`src/sv/cfr_pkg.sv`:
```
// Shared types and constants for the command frame CRC-16 transmitter.
`timescale 1ns / 1ps
`default_nettype none

package cfr_pkg;

    localparam logic [15:0] CRC_POLY       = 16'h1021;
    localparam logic [7:0]  ACK_BYTE       = 8'hFF;
    localparam logic [7:0]  DEV_ADDR_RESET = 8'd128;

    localparam logic [1:0] KIND_START   = 2'd0;
    localparam logic [1:0] KIND_PAYLOAD = 2'd1;
    localparam logic [1:0] KIND_REPLY   = 2'd2;

    localparam logic [1:0] ST_BYTE  = 2'd0;
    localparam logic [1:0] ST_ACK   = 2'd1;
    localparam logic [1:0] ST_NAK   = 2'd2;
    localparam logic [1:0] ST_ORDER = 2'd3;

    typedef struct packed {
        logic [1:0] kind;
        logic [7:0] value;
        logic       last;
    } t_in_word;

    typedef struct packed {
        logic [7:0] out_byte;
        logic [1:0] status;
        logic       end_of_run;
    } t_out_word;

    typedef enum logic [2:0] {
        JOB_START,
        JOB_BODY,
        JOB_ACK,
        JOB_NAK,
        JOB_ORDER
    } t_job_op;

    typedef struct packed {
        t_job_op    op;
        logic [7:0] value;
        logic       last;
    } t_job;

    typedef enum logic [1:0] {
        STEP_FIRST,
        STEP_CMD,
        STEP_CRC_HI,
        STEP_CRC_LO
    } t_step;

endpackage

`default_nettype wire

```
`src/sv/command_frame_crc16_tx.sv`:
```
// Top level of the command frame transmitter with CRC-16 and reply check.
`timescale 1ns / 1ps
`default_nettype none

// Builds command frames: a start word emits the device address and command byte,
// each payload word its byte, and the word marked last is followed by the CRC-16
// (poly 0x1021, init 0, MSB first) high then low byte; a reply word reports
// acknowledge (0xFF), failure, or out-of-order. The front end takes one input word
// per cycle while the job queue (QUEUE_DEPTH entries) has room. The sequencer puts
// out one output word per cycle while the receiver does not stall, through its single
// output register; an item causes from one to four result words.
module command_frame_crc16_tx
    import cfr_pkg::*;
#(
    parameter int QUEUE_DEPTH = 2
) (
    input  wire logic       i_clk,
    input  wire logic       i_rst_n,
    input  wire logic       i_cfg_we,
    input  wire logic [7:0] i_cfg_data,
    input  wire logic       i_in_valid,
    input  wire t_in_word   i_in_word,
    output logic            o_in_stall,
    output logic            o_out_valid,
    output t_out_word       o_out_word,
    input  wire logic       i_out_stall
);

    logic [7:0] r_device_address;
    logic       full;
    logic       empty;
    logic       push;
    logic       pop;
    t_job       push_job;
    t_job       head_job;

    always_ff @(posedge i_clk) begin
        if (!i_rst_n) begin
            r_device_address <= DEV_ADDR_RESET;
        end else if (i_cfg_we) begin
            r_device_address <= i_cfg_data;
        end
    end

    cfr_front u_front (
        .i_clk      (i_clk),
        .i_rst_n    (i_rst_n),
        .i_in_valid (i_in_valid),
        .i_in_word  (i_in_word),
        .o_in_stall (o_in_stall),
        .i_full     (full),
        .o_push     (push),
        .o_job      (push_job)
    );

    cfr_queue #(
        .DEPTH (QUEUE_DEPTH)
    ) u_queue (
        .i_clk      (i_clk),
        .i_rst_n    (i_rst_n),
        .i_push     (push),
        .i_push_job (push_job),
        .o_full     (full),
        .i_pop      (pop),
        .o_head     (head_job),
        .o_empty    (empty)
    );

    cfr_back u_back (
        .i_clk            (i_clk),
        .i_rst_n          (i_rst_n),
        .i_device_address (r_device_address),
        .i_job            (head_job),
        .i_empty          (empty),
        .o_pop            (pop),
        .o_out_valid      (o_out_valid),
        .o_out_word       (o_out_word),
        .i_out_stall      (i_out_stall)
    );

endmodule

`default_nettype wire

```
`src/sv/cfr_front.sv`:
```
// Front end: accepts input words, tracks frame order and queues jobs.
`timescale 1ns / 1ps
`default_nettype none

module cfr_front
    import cfr_pkg::*;
(
    input  wire logic     i_clk,
    input  wire logic     i_rst_n,
    input  wire logic     i_in_valid,
    input  wire t_in_word i_in_word,
    output logic          o_in_stall,
    input  wire logic     i_full,
    output logic          o_push,
    output t_job          o_job
);

    logic r_frame_open;
    logic r_awaiting_reply;
    logic n_frame_open;
    logic n_awaiting_reply;

    assign o_in_stall = i_full;
    assign o_push     = i_in_valid && !i_full;

    always_comb begin
        n_frame_open     = r_frame_open;
        n_awaiting_reply = r_awaiting_reply;
        o_job.op         = JOB_ORDER;
        o_job.value      = i_in_word.value;
        o_job.last       = i_in_word.last;
        case (i_in_word.kind)
            KIND_START: begin
                o_job.op         = JOB_START;
                n_frame_open     = !i_in_word.last;
                n_awaiting_reply = i_in_word.last;
            end
            KIND_PAYLOAD: begin
                if (r_frame_open) begin
                    o_job.op = JOB_BODY;
                    if (i_in_word.last) begin
                        n_frame_open     = 1'b0;
                        n_awaiting_reply = 1'b1;
                    end
                end
            end
            KIND_REPLY: begin
                if (r_awaiting_reply) begin
                    o_job.op         = (i_in_word.value == ACK_BYTE) ? JOB_ACK : JOB_NAK;
                    n_awaiting_reply = 1'b0;
                end
            end
            default: begin
                o_job.op = JOB_ORDER;
            end
        endcase
    end

    always_ff @(posedge i_clk) begin
        if (!i_rst_n) begin
            r_frame_open     <= 1'b0;
            r_awaiting_reply <= 1'b0;
        end else if (o_push) begin
            r_frame_open     <= n_frame_open;
            r_awaiting_reply <= n_awaiting_reply;
        end
    end

endmodule

`default_nettype wire

```
`src/sv/cfr_queue.sv`:
```
// Small job queue between the front end and the frame sequencer.
`timescale 1ns / 1ps
`default_nettype none

module cfr_queue
    import cfr_pkg::*;
#(
    parameter int DEPTH = 2
) (
    input  wire logic i_clk,
    input  wire logic i_rst_n,
    input  wire logic i_push,
    input  wire t_job i_push_job,
    output logic      o_full,
    input  wire logic i_pop,
    output t_job      o_head,
    output logic      o_empty
);

    localparam int PTR_W = $clog2(DEPTH);
    localparam int CNT_W = $clog2(DEPTH + 1);
    localparam logic [PTR_W-1:0] LAST_PTR = PTR_W'(DEPTH - 1);
    localparam logic [CNT_W-1:0] FULL_CNT = CNT_W'(DEPTH);

    t_job             r_slots [DEPTH];
    logic [PTR_W-1:0] r_wr_ptr;
    logic [PTR_W-1:0] r_rd_ptr;
    logic [CNT_W-1:0] r_count;

    assign o_full  = (r_count == FULL_CNT);
    assign o_empty = (r_count == '0);
    assign o_head  = r_slots[r_rd_ptr];

    always_ff @(posedge i_clk) begin
        if (i_push) begin
            r_slots[r_wr_ptr] <= i_push_job;
        end
    end

    always_ff @(posedge i_clk) begin
        if (!i_rst_n) begin
            r_wr_ptr <= '0;
            r_rd_ptr <= '0;
            r_count  <= '0;
        end else begin
            if (i_push) begin
                r_wr_ptr <= (r_wr_ptr == LAST_PTR) ? '0 : r_wr_ptr + 1'b1;
            end
            if (i_pop) begin
                r_rd_ptr <= (r_rd_ptr == LAST_PTR) ? '0 : r_rd_ptr + 1'b1;
            end
            case ({i_push, i_pop})
                2'b10:   r_count <= r_count + 1'b1;
                2'b01:   r_count <= r_count - 1'b1;
                default: r_count <= r_count;
            endcase
        end
    end

    a_no_push_full: assert property (@(posedge i_clk) disable iff (!i_rst_n)
        !(i_push && o_full))
        else $error("job pushed into full queue");

    a_no_pop_empty: assert property (@(posedge i_clk) disable iff (!i_rst_n)
        !(i_pop && o_empty))
        else $error("job popped from empty queue");

    a_count_bound: assert property (@(posedge i_clk) disable iff (!i_rst_n)
        r_count <= FULL_CNT)
        else $error("queue count beyond depth");

endmodule

`default_nettype wire

```
`src/sv/cfr_back.sv`:
```
// Frame sequencer: turns queued jobs into output words and keeps the CRC.
`timescale 1ns / 1ps
`default_nettype none

module cfr_back
    import cfr_pkg::*;
(
    input  wire logic       i_clk,
    input  wire logic       i_rst_n,
    input  wire logic [7:0] i_device_address,
    input  wire t_job       i_job,
    input  wire logic       i_empty,
    output logic            o_pop,
    output logic            o_out_valid,
    output t_out_word       o_out_word,
    input  wire logic       i_out_stall
);

    // CRC-16, poly 0x1021, MSB first, one byte
    function automatic logic [15:0] crc_feed(input logic [15:0] crc, input logic [7:0] b);
        logic [15:0] c;
        c = crc ^ {b, 8'h00};
        for (int k = 0; k < 8; k++) begin
            c = c[15] ? ({c[14:0], 1'b0} ^ CRC_POLY) : {c[14:0], 1'b0};
        end
        return c;
    endfunction

    t_step       r_step;
    t_step       n_step;
    logic [15:0] r_crc;
    logic [15:0] n_crc;
    logic        r_out_valid;
    logic        n_out_valid;
    t_out_word   r_out_word;
    t_out_word   n_out_word;
    logic        advance;
    logic        done;
    logic        crc_upd;
    logic [15:0] crc_base;
    logic [7:0]  crc_byte;

    assign advance     = !r_out_valid || !i_out_stall;
    assign o_out_valid = r_out_valid;
    assign o_out_word  = r_out_word;

    always_comb begin
        n_step      = r_step;
        n_crc       = r_crc;
        n_out_valid = r_out_valid && i_out_stall;
        n_out_word  = r_out_word;
        o_pop       = 1'b0;
        done        = 1'b0;
        crc_upd     = 1'b0;
        crc_base    = r_crc;
        crc_byte    = i_job.value;
        if (advance && !i_empty) begin
            n_out_valid         = 1'b1;
            n_out_word.out_byte = 8'h00;
            n_out_word.status   = ST_BYTE;
            case (r_step)
                STEP_CRC_HI: begin
                    n_out_word.out_byte = r_crc[15:8];
                    n_step              = STEP_CRC_LO;
                end
                STEP_CRC_LO: begin
                    n_out_word.out_byte = r_crc[7:0];
                    done                = 1'b1;
                end
                STEP_CMD: begin
                    n_out_word.out_byte = i_job.value;
                    crc_upd             = 1'b1;
                    if (i_job.last) begin
                        n_step = STEP_CRC_HI;
                    end else begin
                        done = 1'b1;
                    end
                end
                default: begin
                    case (i_job.op)
                        JOB_START: begin
                            // address opens the frame, CRC restarts from zero
                            n_out_word.out_byte = i_device_address;
                            crc_base            = '0;
                            crc_byte            = i_device_address;
                            crc_upd             = 1'b1;
                            n_step              = STEP_CMD;
                        end
                        JOB_BODY: begin
                            n_out_word.out_byte = i_job.value;
                            crc_upd             = 1'b1;
                            if (i_job.last) begin
                                n_step = STEP_CRC_HI;
                            end else begin
                                done = 1'b1;
                            end
                        end
                        JOB_ACK: begin
                            n_out_word.status = ST_ACK;
                            done              = 1'b1;
                        end
                        JOB_NAK: begin
                            n_out_word.status = ST_NAK;
                            done              = 1'b1;
                        end
                        default: begin
                            n_out_word.status = ST_ORDER;
                            done              = 1'b1;
                        end
                    endcase
                end
            endcase
            n_out_word.end_of_run = done;
            if (crc_upd) begin
                n_crc = crc_feed(crc_base, crc_byte);
            end
            if (done) begin
                o_pop  = 1'b1;
                n_step = STEP_FIRST;
            end
        end
    end

    always_ff @(posedge i_clk) begin
        if (!i_rst_n) begin
            r_step      <= STEP_FIRST;
            r_crc       <= '0;
            r_out_valid <= 1'b0;
        end else begin
            r_step      <= n_step;
            r_crc       <= n_crc;
            r_out_valid <= n_out_valid;
        end
    end

    always_ff @(posedge i_clk) begin
        r_out_word <= n_out_word;
    end

    a_status_ends_run: assert property (@(posedge i_clk) disable iff (!i_rst_n)
        (r_out_valid && r_out_word.status != ST_BYTE) |-> r_out_word.end_of_run)
        else $error("status word not marked end of run");

    a_status_zero_byte: assert property (@(posedge i_clk) disable iff (!i_rst_n)
        (r_out_valid && r_out_word.status != ST_BYTE) |-> (r_out_word.out_byte == 8'h00))
        else $error("status word carries a byte");

    a_job_held: assert property (@(posedge i_clk) disable iff (!i_rst_n)
        (r_step != STEP_FIRST) |-> !i_empty)
        else $error("sequencer mid-job with empty queue");

endmodule

`default_nettype wire

```
`config.mk`:
```
export PLATFORM = sky130hd
export DESIGN_NAME = command_frame_crc16_tx
export DESIGN_NICKNAME = d
export VERILOG_FILES = /design/src/sv/cfr_pkg.sv /design/src/sv/command_frame_crc16_tx.sv /design/src/sv/cfr_front.sv /design/src/sv/cfr_queue.sv /design/src/sv/cfr_back.sv
export SDC_FILE = /design/constraint.sdc
export NUM_CORES = 1
export LEC_CHECK = 0
export BUFFER_PORTS_ARGS = -buffer_cell sky130_fd_sc_hd__buf_2
export CORE_ASPECT_RATIO = 0.7
export CORE_UTILIZATION = 40
export DETAILED_ROUTE_END_ITERATION = 16
export PLACE_DENSITY_LB_ADDON = 0.12
export SETUP_SLACK_MARGIN = 0.4
export SLEW_MARGIN = 20
export SYNTH_ARGS = -nofsm -noshare
export SYNTH_HDL_FRONTEND = slang
export SYNTH_HIERARCHICAL = 1
export SYNTH_SLANG_ARGS = --single-unit
```
`constraint.sdc`:
```
create_clock -name i_clk -period 6.6 [get_ports i_clk]
set_input_delay 0.99 -clock i_clk [delete_from_list [all_inputs] [get_ports i_clk]]
set_output_delay 0.99 -clock i_clk [all_outputs]
set_load 0.03 [all_outputs]
```
==> impl_metrics.tcl <==
set metrics [dict create \
    grt_pass1_wl_um 12950 \
    worstPathRequired_ps 6850 \
    root_buffer "clkbuf_16" \
    p_leak_nw 1.521 \
    cts_tree "built" \
    slowest_stage "or4b_1" \
    io_buffers 36 \
    power_switching_w 0.0006071 \
    clkLatencyLatePin_ps 330 \
    netSwitchingFraction_pct 34.52 \
    start_util_pct 42.09 \
    ys.flop_type "edfxtp_1" \
    wl_per_cell_um 16.28 \
    numCtsBuffers 9 \
    syn_nets 372 \
    powerDensity_nw_per_um2 426.4 \
    antenna_found_initial 0 \
    core_area_um2 8618 \
    power.share.combinational_pct 36.9 \
    ys_seq_area_share_pct 47.74 \
    p_int_w 0.001152 \
    clk_pin_slew_ps 50 \
    yosysWarnings 6 \
    finalMaxSlewViolations 0 \
    synth_area_um2 3627 \
    crit_arrival_ps 3120 \
    synth.largest_area_cell "edfxtp_1" \
    fmax_mhz 348.2 \
    die_h_um 81.67 \
    final_cells 488 \
    antennaDiodeCount 0 \
    dp_hpwl_um 5676 \
    grt_overflow 0 \
    worstMarginPinSlew_ps 1028 \
    worst_hold_path_type "reg -> reg" \
    final-setup-viol-count 0 \
    outcome "finished clean" \
    routed_wl_um 7947 \
    crit_path_start_kind "flop" \
    end_kind "flop" \
    grt_pass1_vias 2365 \
    fin_hold_ws_ps 484.8 \
    synth_top_area_share_pct 28.98 \
    die_area_um2 9459 \
    synthArstFlopShare_pct 0 \
    fin_tns_setup_ps 0 \
    synth_edf_count 35 \
    clockBufferDepth 2 \
    syn_to_final_growth_pct 13.73 \
    cts_setup_buffers 0 \
    period_minus_slack_ps 2872 \
    cp_top_family "simple AND/OR/NAND/NOR gates" \
    ctsHoldBuffers 0 \
    cts.sinks 69 \
    nets 396 \
    core.rowCount 28 \
    chipWidth_um 115.8 \
    slew_headroom_pct 31.22 \
    hold_viol 0 \
    peakVddDrop_mv 0.1831 \
    synth_area_leaders "edfxtp_1 29%, dfxtp_1 19%, xnor2_1 6.0%, mux2_2 4.3%, ha_1 3.1%" \
    drive_above_1_share_pct 20.92 \
    p_clk_share_pct 28.4 \
    synthCells 339 \
    total_power_w 0.001759 \
    htree_num_levels 3 \
    dp.cells 472 \
    skew_ps 7.851 \
    synth.distinct_cells 51 \
    slowest_delay_ps 890 \
    fin_util_pct 47.87 \
    first_pass_iters 5 \
    crit_type "reg -> reg" \
    rsz0062_at_grt "no" \
    num-fill-cells 809 \
    path_cells "mux2_2 > or4b_1 > mux2i_4 > xnor2_1 > a211oi_2" \
    via_count 2498 \
    grtUsageTotal_pct 18.89 \
    drt_iter0_markers 247 \
    seq_power_share_pct 34.7 \
    vias_per_cell 5.119 \
    drc 0 \
    cts_resized 0 \
    finalCritPeriodShare_pct 43.52 \
    ant_nets 0 \
    ys_ff_latch 69 \
    grt_max_degree 30 \
    place_congestion 0.8401 \
    synth.avg_cell_area_um2 10.70 \
    cp_max_fo 16 \
    crit_buf_inv 0 \
    pin_count 37 \
    cap_viol_max_count 0 \
]
cell type report:
class,count,area (um2),area share [%]
clock buffer,11,232.7,5.641
multi-input combinational,232,1689,40.95
timing repair buffer,38,195.2,4.732
sequential,69,1732,41.98
tap,120,150.1,3.640
clock inverter,5,77.57,1.880
inverter,13,48.80,1.183
state kept, by name (all words and copies together), names as in the netlist, 2 cells and up, named ones only:
register and count:
u_back/r_crc 16, u_queue/r_slots 24, u_back/r_step 2, u_queue/r_count 2
u_back/o_out_word 11, r_device_address 8
worst paths after layout:
kind	cells past startpoint	endpoint	from	slack, ps
worst max-delay path	5	u_back/r_crc[11]$_SDFFE_PN0P_	flop	3730
worst min-delay path	2	u_back/o_out_valid$_SDFF_PN0_	u_back/o_out_valid$_SDFF_PN0_	480
worst min register to register	2	u_back/o_out_valid$_SDFF_PN0_	u_back/o_out_valid$_SDFF_PN0_	480
worst max register to register	5	u_back/r_crc[11]$_SDFFE_PN0P_	flop	3730
cell usage in the layout, fill, tap and decap left out, types with 8 or more instances in the layout:
| cell | instances |
|---|---|
| xnor2_1 | 25 |
| mux2_2 | 14 |
| a21oi_1 | 17 |
| inv_1 | 13 |
| edfxtp_1 | 35 |
| nor2b_1 | 14 |
| ha_1 | 9 |
| clkbuf_16 | 9 |
| mux2i_1 | 10 |
| nand2_1 | 26 |
| dfxtp_1 | 34 |
| o22ai_1 | 10 |
| nor2_1 | 24 |
| a222oi_1 | 8 |
| buf_2 | 36 |
worst min-delay path: stages, from the launching register on:
cell and delay (ps):
dfxtp_1 310, nand2_1 60, a21oi_1 60
power groups by stage:
stage	combinational, W	sequential, W	clock, W
2_1_floorplan	0.000472	0.000660	0
3_3_place_gp	0.000646	0.000617	0
3_5_place_dp	0.000646	0.000619	0
4_1_cts	0.000650	0.000610	0.000510
5_1_grt	0.000716	0.000622	0.000531
6_report	0.000650	0.000610	0.000500
layer usage:
metal	up-vias	routed length (um)	global-route usage, %
met5	-	0	0
met4	0	34	6.667
li1	1261	-	-
met1	1160	4208	28.96
met3	2	540	4.797
met2	75	3164	25.06
cells in the mapped netlist, drive strengths merged, types with 2 or more instances:
cell type	count
o21ai	8
nand2b	6
o211ai	4
a31oi	3
and3	2
o21a	2
or3	3
xor2	7
o22ai	10
or2	3
a21oi	17
nor2b	14
mux2i	12
dfxtp	34
nand2	26
nand4	4
edfxtp	35
clkbuf	9
and2	6
nor2	24
xnor2	25
a211oi	7
nor4b	2
mux2	14
inv	13
a21boi	4
ha	9
buf	16
a222oi	8
per-stage QoR:
step	cell area [um2]	worst slack, ps
6_report	4125	3728
5_1_grt	4125	3541
4_1_cts	4125	3693
3_5_place_dp	3815	3673
3_3_place_gp	3815	3758
2_1_floorplan	3627	3823
kinds of logic (layout without fill, tap and decap cells):
kind of cell | after synthesis | in the layout | share of synthesized area [%]
fa+ha+maj | 9 | 9 | 3.105
compound gates | 69 | 69 | 13.25
mux | 26 | 26 | 8.348
simple gates | 96 | 96 | 14.04
xor+xnor | 32 | 32 | 7.727
flops | 69 | 69 | 47.74
buf+inv | 38 | 67 | 5.795
No activity file was read; power rests on OpenSTA's default activity.
